## src/rtl/tlr_pkg.sv

```systemverilog
// Shared constants, codes and types of the telnet line receiver.
package tlr_pkg;

  localparam int unsigned MaxLine = 512;
  localparam int unsigned StoreCap = (MaxLine < 512) ? MaxLine : 512;

  localparam int unsigned CapW = 10;
  localparam int unsigned CountW = 9;
  localparam int unsigned ByteW = 8;
  localparam int unsigned ActW = 3;

  localparam logic [CapW-1:0] CapReset = CapW'(StoreCap);

  localparam logic [ByteW-1:0] ByteIac = 8'd255;
  localparam logic [ByteW-1:0] ByteDont = 8'd254;
  localparam logic [ByteW-1:0] ByteDo = 8'd253;
  localparam logic [ByteW-1:0] ByteWont = 8'd252;
  localparam logic [ByteW-1:0] ByteWill = 8'd251;
  localparam logic [ByteW-1:0] ByteSb = 8'd250;
  localparam logic [ByteW-1:0] ByteSe = 8'd240;
  localparam logic [ByteW-1:0] ByteDel = 8'd127;
  localparam logic [ByteW-1:0] ByteBs = 8'd8;
  localparam logic [ByteW-1:0] ByteCr = 8'd13;
  localparam logic [ByteW-1:0] ByteLf = 8'd10;
  localparam logic [ByteW-1:0] ByteSpace = 8'd32;

  typedef enum logic [ActW-1:0] {
    ActNone  = 3'd0,
    ActStore = 3'd1,
    ActErase = 3'd2,
    ActLine  = 3'd3,
    ActDisc  = 3'd4
  } action_e;

  typedef enum logic [4:0] {
    ModeText   = 5'b00001,
    ModeCmd    = 5'b00010,
    ModeOpt    = 5'b00100,
    ModeSub    = 5'b01000,
    ModeSubIac = 5'b10000
  } mode_e;

  typedef struct packed {
    mode_e             mode;
    logic [CountW-1:0] count;
    logic              cr_pending;
  } state_t;

  typedef struct packed {
    action_e           action;
    logic [ByteW-1:0]  char_byte;
    logic [CountW-1:0] char_index;
    logic [CountW-1:0] line_length;
  } result_t;

endpackage

```

## src/rtl/tlr_in_if.sv

```systemverilog
// Valid/ready channel that carries received bytes into the line receiver.
interface tlr_in_if;
  logic       valid;
  logic       ready;
  logic [7:0] data_byte;
  logic       same_read;
  logic       end_of_stream;

  modport source (output valid, output data_byte, output same_read,
                  output end_of_stream, input ready);
  modport sink (input valid, input data_byte, input same_read,
                input end_of_stream, output ready);
endinterface

```

## src/rtl/tlr_out_if.sv

```systemverilog
// Valid/ready channel that carries edit results out of the line receiver.
interface tlr_out_if;
  logic       valid;
  logic       ready;
  logic [2:0] action;
  logic [7:0] char_byte;
  logic [8:0] char_index;
  logic [8:0] line_length;

  modport source (output valid, output action, output char_byte,
                  output char_index, output line_length, input ready);
  modport sink (input valid, input action, input char_byte,
                input char_index, input line_length, output ready);
endinterface

```

## src/rtl/telnet_line_receiver_unit.sv

```systemverilog
// Top level of the telnet line receiver: state, capacity register and result stage.
//
// The receiver takes one byte beat per clock while its result stage is free and
// gives one result beat for each, in the cycle after the byte is taken. The
// parser state and the line count are updated in the same cycle that the byte
// is taken, and the result register frees itself in the cycle that its beat is
// taken, so a sink that is always ready sees a sustained rate of one byte per
// clock; a stalled sink holds the input side after one result is waiting.
module telnet_line_receiver_unit
  import tlr_pkg::*;
(
  input  logic            clk_i,
  input  logic            rst_ni,
  input  logic            cfg_we_i,
  input  logic [CapW-1:0] cfg_wdata_i,
  tlr_in_if.sink          rx_i,
  tlr_out_if.source       res_o
);

  state_t          state_q;
  state_t          state_d;
  result_t         res_d;
  logic [CapW-1:0] limit_q;
  logic [CapW-1:0] limit_d;
  logic            free;
  logic            accept;

  assign rx_i.ready = free;
  assign accept = rx_i.valid && free;

  assign limit_d = (cfg_wdata_i > CapReset) ? CapReset : cfg_wdata_i;

  always_ff @(posedge clk_i or negedge rst_ni) begin
    if (!rst_ni) begin
      limit_q <= CapReset;
    end else if (cfg_we_i) begin
      limit_q <= limit_d;
    end
  end

  always_ff @(posedge clk_i or negedge rst_ni) begin
    if (!rst_ni) begin
      state_q.mode <= ModeText;
      state_q.count <= '0;
      state_q.cr_pending <= 1'b0;
    end else if (accept) begin
      state_q <= state_d;
    end
  end

  tlr_step u_step (
    .st_i    (state_q),
    .limit_i (limit_q),
    .data_i  (rx_i.data_byte),
    .same_i  (rx_i.same_read),
    .eos_i   (rx_i.end_of_stream),
    .st_o    (state_d),
    .res_o   (res_d)
  );

  tlr_out_stage u_out_stage (
    .clk_i  (clk_i),
    .rst_ni (rst_ni),
    .load_i (accept),
    .res_i  (res_d),
    .free_o (free),
    .res_o  (res_o)
  );

endmodule

```

## src/rtl/tlr_step.sv

```systemverilog
// Per-byte telnet parser and line editor: next state and result of one beat.
module tlr_step
  import tlr_pkg::*;
(
  input  state_t          st_i,
  input  logic [CapW-1:0] limit_i,
  input  logic [ByteW-1:0] data_i,
  input  logic            same_i,
  input  logic            eos_i,
  output state_t          st_o,
  output result_t         res_o
);

  logic [CapW-1:0]   count_ext;
  logic [CountW-1:0] count_dec;
  logic              fits;

  assign count_ext = {1'b0, st_i.count};
  assign count_dec = st_i.count - CountW'(1);
  assign fits = (count_ext + CapW'(1)) < limit_i;

  always_comb begin
    st_o = st_i;
    st_o.cr_pending = 1'b0;
    res_o.action = ActNone;
    res_o.char_byte = '0;
    res_o.char_index = '0;
    res_o.line_length = st_i.count;

    if (eos_i) begin
      st_o.mode = ModeText;
      st_o.count = '0;
      res_o.action = ActDisc;
      res_o.line_length = '0;
    end else begin
      unique case (st_i.mode)
        ModeCmd: begin
          if (data_i == ByteWill || data_i == ByteWont ||
              data_i == ByteDo || data_i == ByteDont) begin
            st_o.mode = ModeOpt;
          end else if (data_i == ByteSb) begin
            st_o.mode = ModeSub;
          end else begin
            st_o.mode = ModeText;
          end
        end
        ModeOpt: begin
          st_o.mode = ModeText;
        end
        ModeSub: begin
          if (data_i == ByteIac) begin
            st_o.mode = ModeSubIac;
          end
        end
        ModeSubIac: begin
          if (data_i == ByteSe) begin
            st_o.mode = ModeText;
          end else if (data_i != ByteIac) begin
            st_o.mode = ModeSub;
          end
        end
        default: begin
          st_o.mode = ModeText;
          priority if (st_i.cr_pending && same_i && data_i == ByteLf) begin
            // A CR LF pair from one read ends the line only once.
          end else if (data_i == ByteIac) begin
            st_o.mode = ModeCmd;
          end else if (data_i == ByteCr || data_i == ByteLf) begin
            st_o.cr_pending = (data_i == ByteCr);
            st_o.count = '0;
            res_o.action = ActLine;
          end else if (data_i == ByteBs || data_i == ByteDel) begin
            if (st_i.count != '0) begin
              st_o.count = count_dec;
              res_o.action = ActErase;
              res_o.char_index = count_dec;
              res_o.line_length = count_dec;
            end
          end else if (data_i < ByteSpace) begin
            // Other control bytes are dropped.
          end else if (fits) begin
            st_o.count = st_i.count + CountW'(1);
            res_o.action = ActStore;
            res_o.char_byte = data_i;
            res_o.char_index = st_i.count;
            res_o.line_length = st_i.count + CountW'(1);
          end
        end
      endcase
    end
  end

endmodule

```

## src/rtl/tlr_out_stage.sv

```systemverilog
// Result register that holds one finished beat until the sink takes it.
module tlr_out_stage
  import tlr_pkg::*;
(
  input  logic     clk_i,
  input  logic     rst_ni,
  input  logic     load_i,
  input  result_t  res_i,
  output logic     free_o,
  tlr_out_if.source res_o
);

  logic    valid_q;
  logic    valid_d;
  result_t res_q;

  assign free_o = !valid_q || res_o.ready;
  assign valid_d = load_i || (valid_q && !res_o.ready);

  always_ff @(posedge clk_i or negedge rst_ni) begin
    if (!rst_ni) begin
      valid_q <= 1'b0;
    end else begin
      valid_q <= valid_d;
    end
  end

  always_ff @(posedge clk_i) begin
    if (load_i) begin
      res_q <= res_i;
    end
  end

  assign res_o.valid = valid_q;
  assign res_o.action = res_q.action;
  assign res_o.char_byte = res_q.char_byte;
  assign res_o.char_index = res_q.char_index;
  assign res_o.line_length = res_q.line_length;

endmodule

```

## src/flat_wrapper.sv

```systemverilog
// flat-port wrapper written by rule: the top's interface ports become plain ports
module telnet_line_receiver_unit_flat import tlr_pkg::*;
  (clk_i, rst_ni, cfg_we_i, cfg_wdata_i, rx_i_valid, rx_i_data_byte, rx_i_same_read, rx_i_end_of_stream, rx_i_ready, res_o_valid, res_o_action, res_o_char_byte, res_o_char_index, res_o_line_length, res_o_ready);
  tlr_in_if rx_i_i ();
  tlr_out_if res_o_i ();
  input  logic clk_i;
  input  logic rst_ni;
  input  logic cfg_we_i;
  input  logic [CapW-1:0] cfg_wdata_i;
  input wire logic [$bits(rx_i_i.valid)-1:0] rx_i_valid;
  input wire logic [$bits(rx_i_i.data_byte)-1:0] rx_i_data_byte;
  input wire logic [$bits(rx_i_i.same_read)-1:0] rx_i_same_read;
  input wire logic [$bits(rx_i_i.end_of_stream)-1:0] rx_i_end_of_stream;
  output wire logic [$bits(rx_i_i.ready)-1:0] rx_i_ready;
  output wire logic [$bits(res_o_i.valid)-1:0] res_o_valid;
  output wire logic [$bits(res_o_i.action)-1:0] res_o_action;
  output wire logic [$bits(res_o_i.char_byte)-1:0] res_o_char_byte;
  output wire logic [$bits(res_o_i.char_index)-1:0] res_o_char_index;
  output wire logic [$bits(res_o_i.line_length)-1:0] res_o_line_length;
  input wire logic [$bits(res_o_i.ready)-1:0] res_o_ready;
  assign rx_i_i.valid = rx_i_valid;
  assign rx_i_i.data_byte = rx_i_data_byte;
  assign rx_i_i.same_read = rx_i_same_read;
  assign rx_i_i.end_of_stream = rx_i_end_of_stream;
  assign rx_i_ready = rx_i_i.ready;
  assign res_o_valid = res_o_i.valid;
  assign res_o_action = res_o_i.action;
  assign res_o_char_byte = res_o_i.char_byte;
  assign res_o_char_index = res_o_i.char_index;
  assign res_o_line_length = res_o_i.line_length;
  assign res_o_i.ready = res_o_ready;
  telnet_line_receiver_unit u_core (.clk_i(clk_i), .rst_ni(rst_ni), .cfg_we_i(cfg_we_i), .cfg_wdata_i(cfg_wdata_i), .rx_i(rx_i_i), .res_o(res_o_i));
endmodule
```

## config.mk

```make
export PLATFORM = sky130hd
export DESIGN_NAME = telnet_line_receiver_unit_flat
export DESIGN_NICKNAME = d
export VERILOG_FILES = /design/src/rtl/tlr_pkg.sv /design/src/rtl/tlr_in_if.sv /design/src/rtl/tlr_out_if.sv /design/src/rtl/telnet_line_receiver_unit.sv /design/src/rtl/tlr_step.sv /design/src/rtl/tlr_out_stage.sv /design/src/flat_wrapper.sv
export SDC_FILE = /design/constraint.sdc
export NUM_CORES = 1
export LEC_CHECK = 0
export ABC_AREA = 0
export BUFFER_PORTS_ARGS = -buffer_cell sky130_fd_sc_hd__buf_2
export CORE_UTILIZATION = 23
export CTS_BUF_LIST = sky130_fd_sc_hd__clkbuf_2
export DETAILED_ROUTE_END_ITERATION = 12
export PLACE_DENSITY = 0.39
export SKIP_CTS_REPAIR_TIMING = 1
export SLEW_MARGIN = 20
export SYNTH_ARGS = -nofsm -noshare
export SYNTH_HDL_FRONTEND = slang
export SYNTH_SLANG_ARGS = --single-unit
```

## constraint.sdc

```tcl
create_clock -name clk_i -period 4.2 [get_ports clk_i]
set_clock_uncertainty 0.1 [all_clocks]
set_input_delay 0.63 -clock clk_i [delete_from_list [all_inputs] [get_ports clk_i]]
set_output_delay 0.63 -clock clk_i [all_outputs]
set_load 0.005 [all_outputs]
```

==> reports/metrics.yaml <==
critical_path:
  crit_family: "simple AND/OR/NAND/NOR gates"
  max_stage_delay_ps: 550
  worstSetupPathType: "reg2reg"
  required_ps: 4420
  critical_path_arrival_ps: 3980
  cp_cell_sequence: "ha_1 -> and3_1 -> and3_1 -> and3_1 -> xor2_1 -> ha_1 -> and4_1 -> o311a_1 -> nor3b_2 -> nand2_1 -> buf_4 -> o31a_1 -> a31oi_1 -> nor3_1"
  cp_slowest_cell: "dfrtp_2"
  path_buf_inv: 1
  worst-path-max-fanout: 14
  cp-start-kind: "flip-flop"
  end_kind: "flip-flop"
  path_common_cell: "and3_1"
finish:
  diodes: 0
  design_area_um2: 3990
  final_util_pct: 27.5
  fill_cells: 1611
  multiInputGateArea_um2: 1730
  final_cells: 609
  fin_nets: 462
  area_growth_pct: 16.2
  drive_gt1_share_pct: 20.9
  layout.area.seq_um2: 1530
grt:
  grt_pass1_wl_um: 16000
  grt_util_all_layers_pct: 13.7
  overflow: 0
  grt_pass1_vias: 2952
  antenna_found_initial: 0
  grt_max_degree: 31
timing:
  finalCriticalPeriod_ps: 3760
  rsz0062_at_grt: "false"
  tns_ps: 0
  fin_ws_ps: 443
  hold_violations: 0
  timing.final.crit_share_pct: 89.4
  whs_ps: 161
  maxSlewHeadroom_pct: 43.8
  clock.fmax_mhz: 266
  tightest_slew_ps: 842
  maxSlewViolCount: 0
  finalSetupViolCount: 0
cts:
  clkSlewWorstSetupHoldPaths_ps: 320
  numCtsBuffers: 5
  cts.sinks: 55
  root_buffer: "clkbuf_2"
  clk_path_buf_depth: 2
  clock_latency_ps: 540
  ctsHtreeMaxLevel: 2
  cts_tree: "done"
outcome:
  status: "completed"
floorplan:
  initial_core_util_pct: 23.6
  dieArea_um2: 15400
  design.portCount: 56
  die_x_um: 124
  rows: 44
  core_area_um2: 14500
  die_h_um: 124
hold_path:
  hold_path.class: "in2reg"
pwr:
  p_leak_nw: 1.63
  comb_power_share_pct: 35.1
  power_frac_clock_pct: 17.3
  pwr-share-seq_pct: 47.6
  power.density_nw_per_um2: 345
  power.total_mw: 1.38
  netSwitchingFraction_pct: 37.8
  power_switching_uw: 520
  peakVddDrop_mv: 0.108
  p_int_uw: 856
drt:
  route.final.wire_length_um: 9870
  ant_nets: 0
  vias: 2987
  drt-initial-drc-count: 163
  viasPerCell: 4.90
  wl_per_cell_um: 16.2
  drc: 0
  firstDrtPassIters: 4
synth:
  post_synth.cell_area_avg_um2: 9.18
  synthesis.nets: 412
  yosysUniqueCellTypes: 60
  yosys_warnings: 0
  synth_seq_area_share_pct: 44.4
  syn_inst: 374
  synth_seq_cells: 55
  synth_edf_count: 29
  synth_ff_type: "edfxtp_1"
  synth_area_um2: 3430
  synthArstFlopShare_pct: 47.3
run:
  maxCapViolations: 0
placement:
  post_dp_cell_area_um2: 3930
  routabilityCongestion: 0.786
  dp.cells: 600
  dp_hpwl_um: 7210
  dpl_worst_slack_ps: 239
  port_buffers: 55
==> cell usage in the layout (no fill, tap or decap), types with 3 or more instances in the layout <==
master,netlist,routed
a21oi_1,33,32
edfxtp_1,29,29
nand2b_1,5,5
nand3b_1,8,8
xnor2_1,7,7
nor3_1,18,18
and3_1,6,6
nand2_1,27,27
o31a_1,3,3
nor2_1,23,23
a31oi_1,4,4
nor4_1,3,3
buf_4,0,12
and2_1,8,8
clkbuf_2,0,5
a311oi_1,3,3
dfrtp_1,24,23
nand3_1,12,12
o311ai_0,3,3
o21ai_0,27,27
buf_2,8,55
or3_1,10,10
inv_1,22,22
o22ai_1,7,7
ha_1,13,13
o211ai_1,3,3
a21o_1,4,4
xor2_1,5,5
==> cell families (layout without fill, tap and decap cells) <==
kind of cell / Yosys count / count (layout) / synth area share [%]
simple gates: 133 / 133 / 20.8
compound gates: 110 / 110 / 20.3
flops: 55 / 55 / 44.4
buf+inv: 47 / 98 / 5.43
fa+ha+maj: 13 / 13 / 4.74
xor+xnor: 12 / 12 / 3.06
mux: 4 / 4 / 1.24
==> power groups by stage <==
stage	Clock [mW]	Combinational (mW)	Sequential [mW]
after floorplan	0	0.331	0.651
after global placement	0	0.488	0.663
after detailed placement	0	0.485	0.665
after CTS	0.252	0.487	0.654
after global routing	0.267	0.548	0.660
final	0.238	0.483	0.655
==> sequential cells by signal, summed over array words and instances, names as in the netlist <==
name and flops:
u_core.state_q 15, u_core.limit_q 10, u_core.u_out_stage.res_o.valid 1, u_core.u_out_stage.res_o.char_index 9
u_core.u_out_stage.res_o.char_byte 8, u_core.u_out_stage.res_o.action 3, u_core.u_out_stage.res_o.line_length 9
==> synth_stat cells, types with 3 or more instances <==
cell type | instances | share of area [%]
a21oi_1 | 33 | 4.8
edfxtp_1 | 29 | 25
nand2_1 | 27 | 3.0
o21ai_0 | 27 | 3.9
dfrtp_1 | 24 | 17
nor2_1 | 23 | 2.5
inv_1 | 22 | 2.4
nor3_1 | 18 | 2.6
clkbuf_1 | 16 | 1.7
ha_1 | 13 | 4.7
nand3_1 | 12 | 1.7
or3_1 | 10 | 1.8
and2_1 | 8 | 1.5
buf_2 | 8 | 1.2
nand3b_1 | 8 | 1.7
o22ai_1 | 7 | 1.3
xnor2_1 | 7 | 1.8
and3_1 | 6 | 1.1
nand2b_1 | 5 | 0.91
xor2_1 | 5 | 1.3
a21o_1 | 4 | 0.87
a31oi_1 | 4 | 0.73
a311oi_1 | 3 | 0.77
nor4_1 | 3 | 0.55
o211ai_1 | 3 | 0.66
o311ai_0 | 3 | 0.77
o31a_1 | 3 | 0.77
==> final cells by class <==
type	count	share of cell area, %
Inverter	22	2.07
Timing Repair Buffer	68	9.41
Tap cell	184	5.77
Clock inverter	3	0.502
Clock buffer	5	0.627
Multi-Input combinational cell	272	43.4
Sequential cell	55	38.2
==> per-layer routing <==
layer	up-vias	global-route usage (%)	routed length [um]
met5	-	0	0
met4	0	5.13	131
met3	10	2.11	449
met2	72	21.1	4240
met1	1430	19.3	5050
li1	1475	-	-
==> final timing paths <==
path	endpoint	slack, ps	startpoint	cells after the start
setup reg to reg	u_core.u_out_stage.res_o.line_length[3]	440	u_core.state_q[2]	14
hold / removal	u_core.u_out_stage.res_o.valid	160	rx_i_valid	2
max in group asynchronous	u_core.state_q[2]	3010	rst_ni	2
min in group asynchronous	u_core.state_q[13]	500	rst_ni	2
setup / recovery	u_core.u_out_stage.res_o.line_length[3]	440	u_core.state_q[2]	14
hold reg to reg	u_core.state_q[0]	430	u_core.state_q[0]	2
Note: power is estimated with default switching activity, not from simulation.
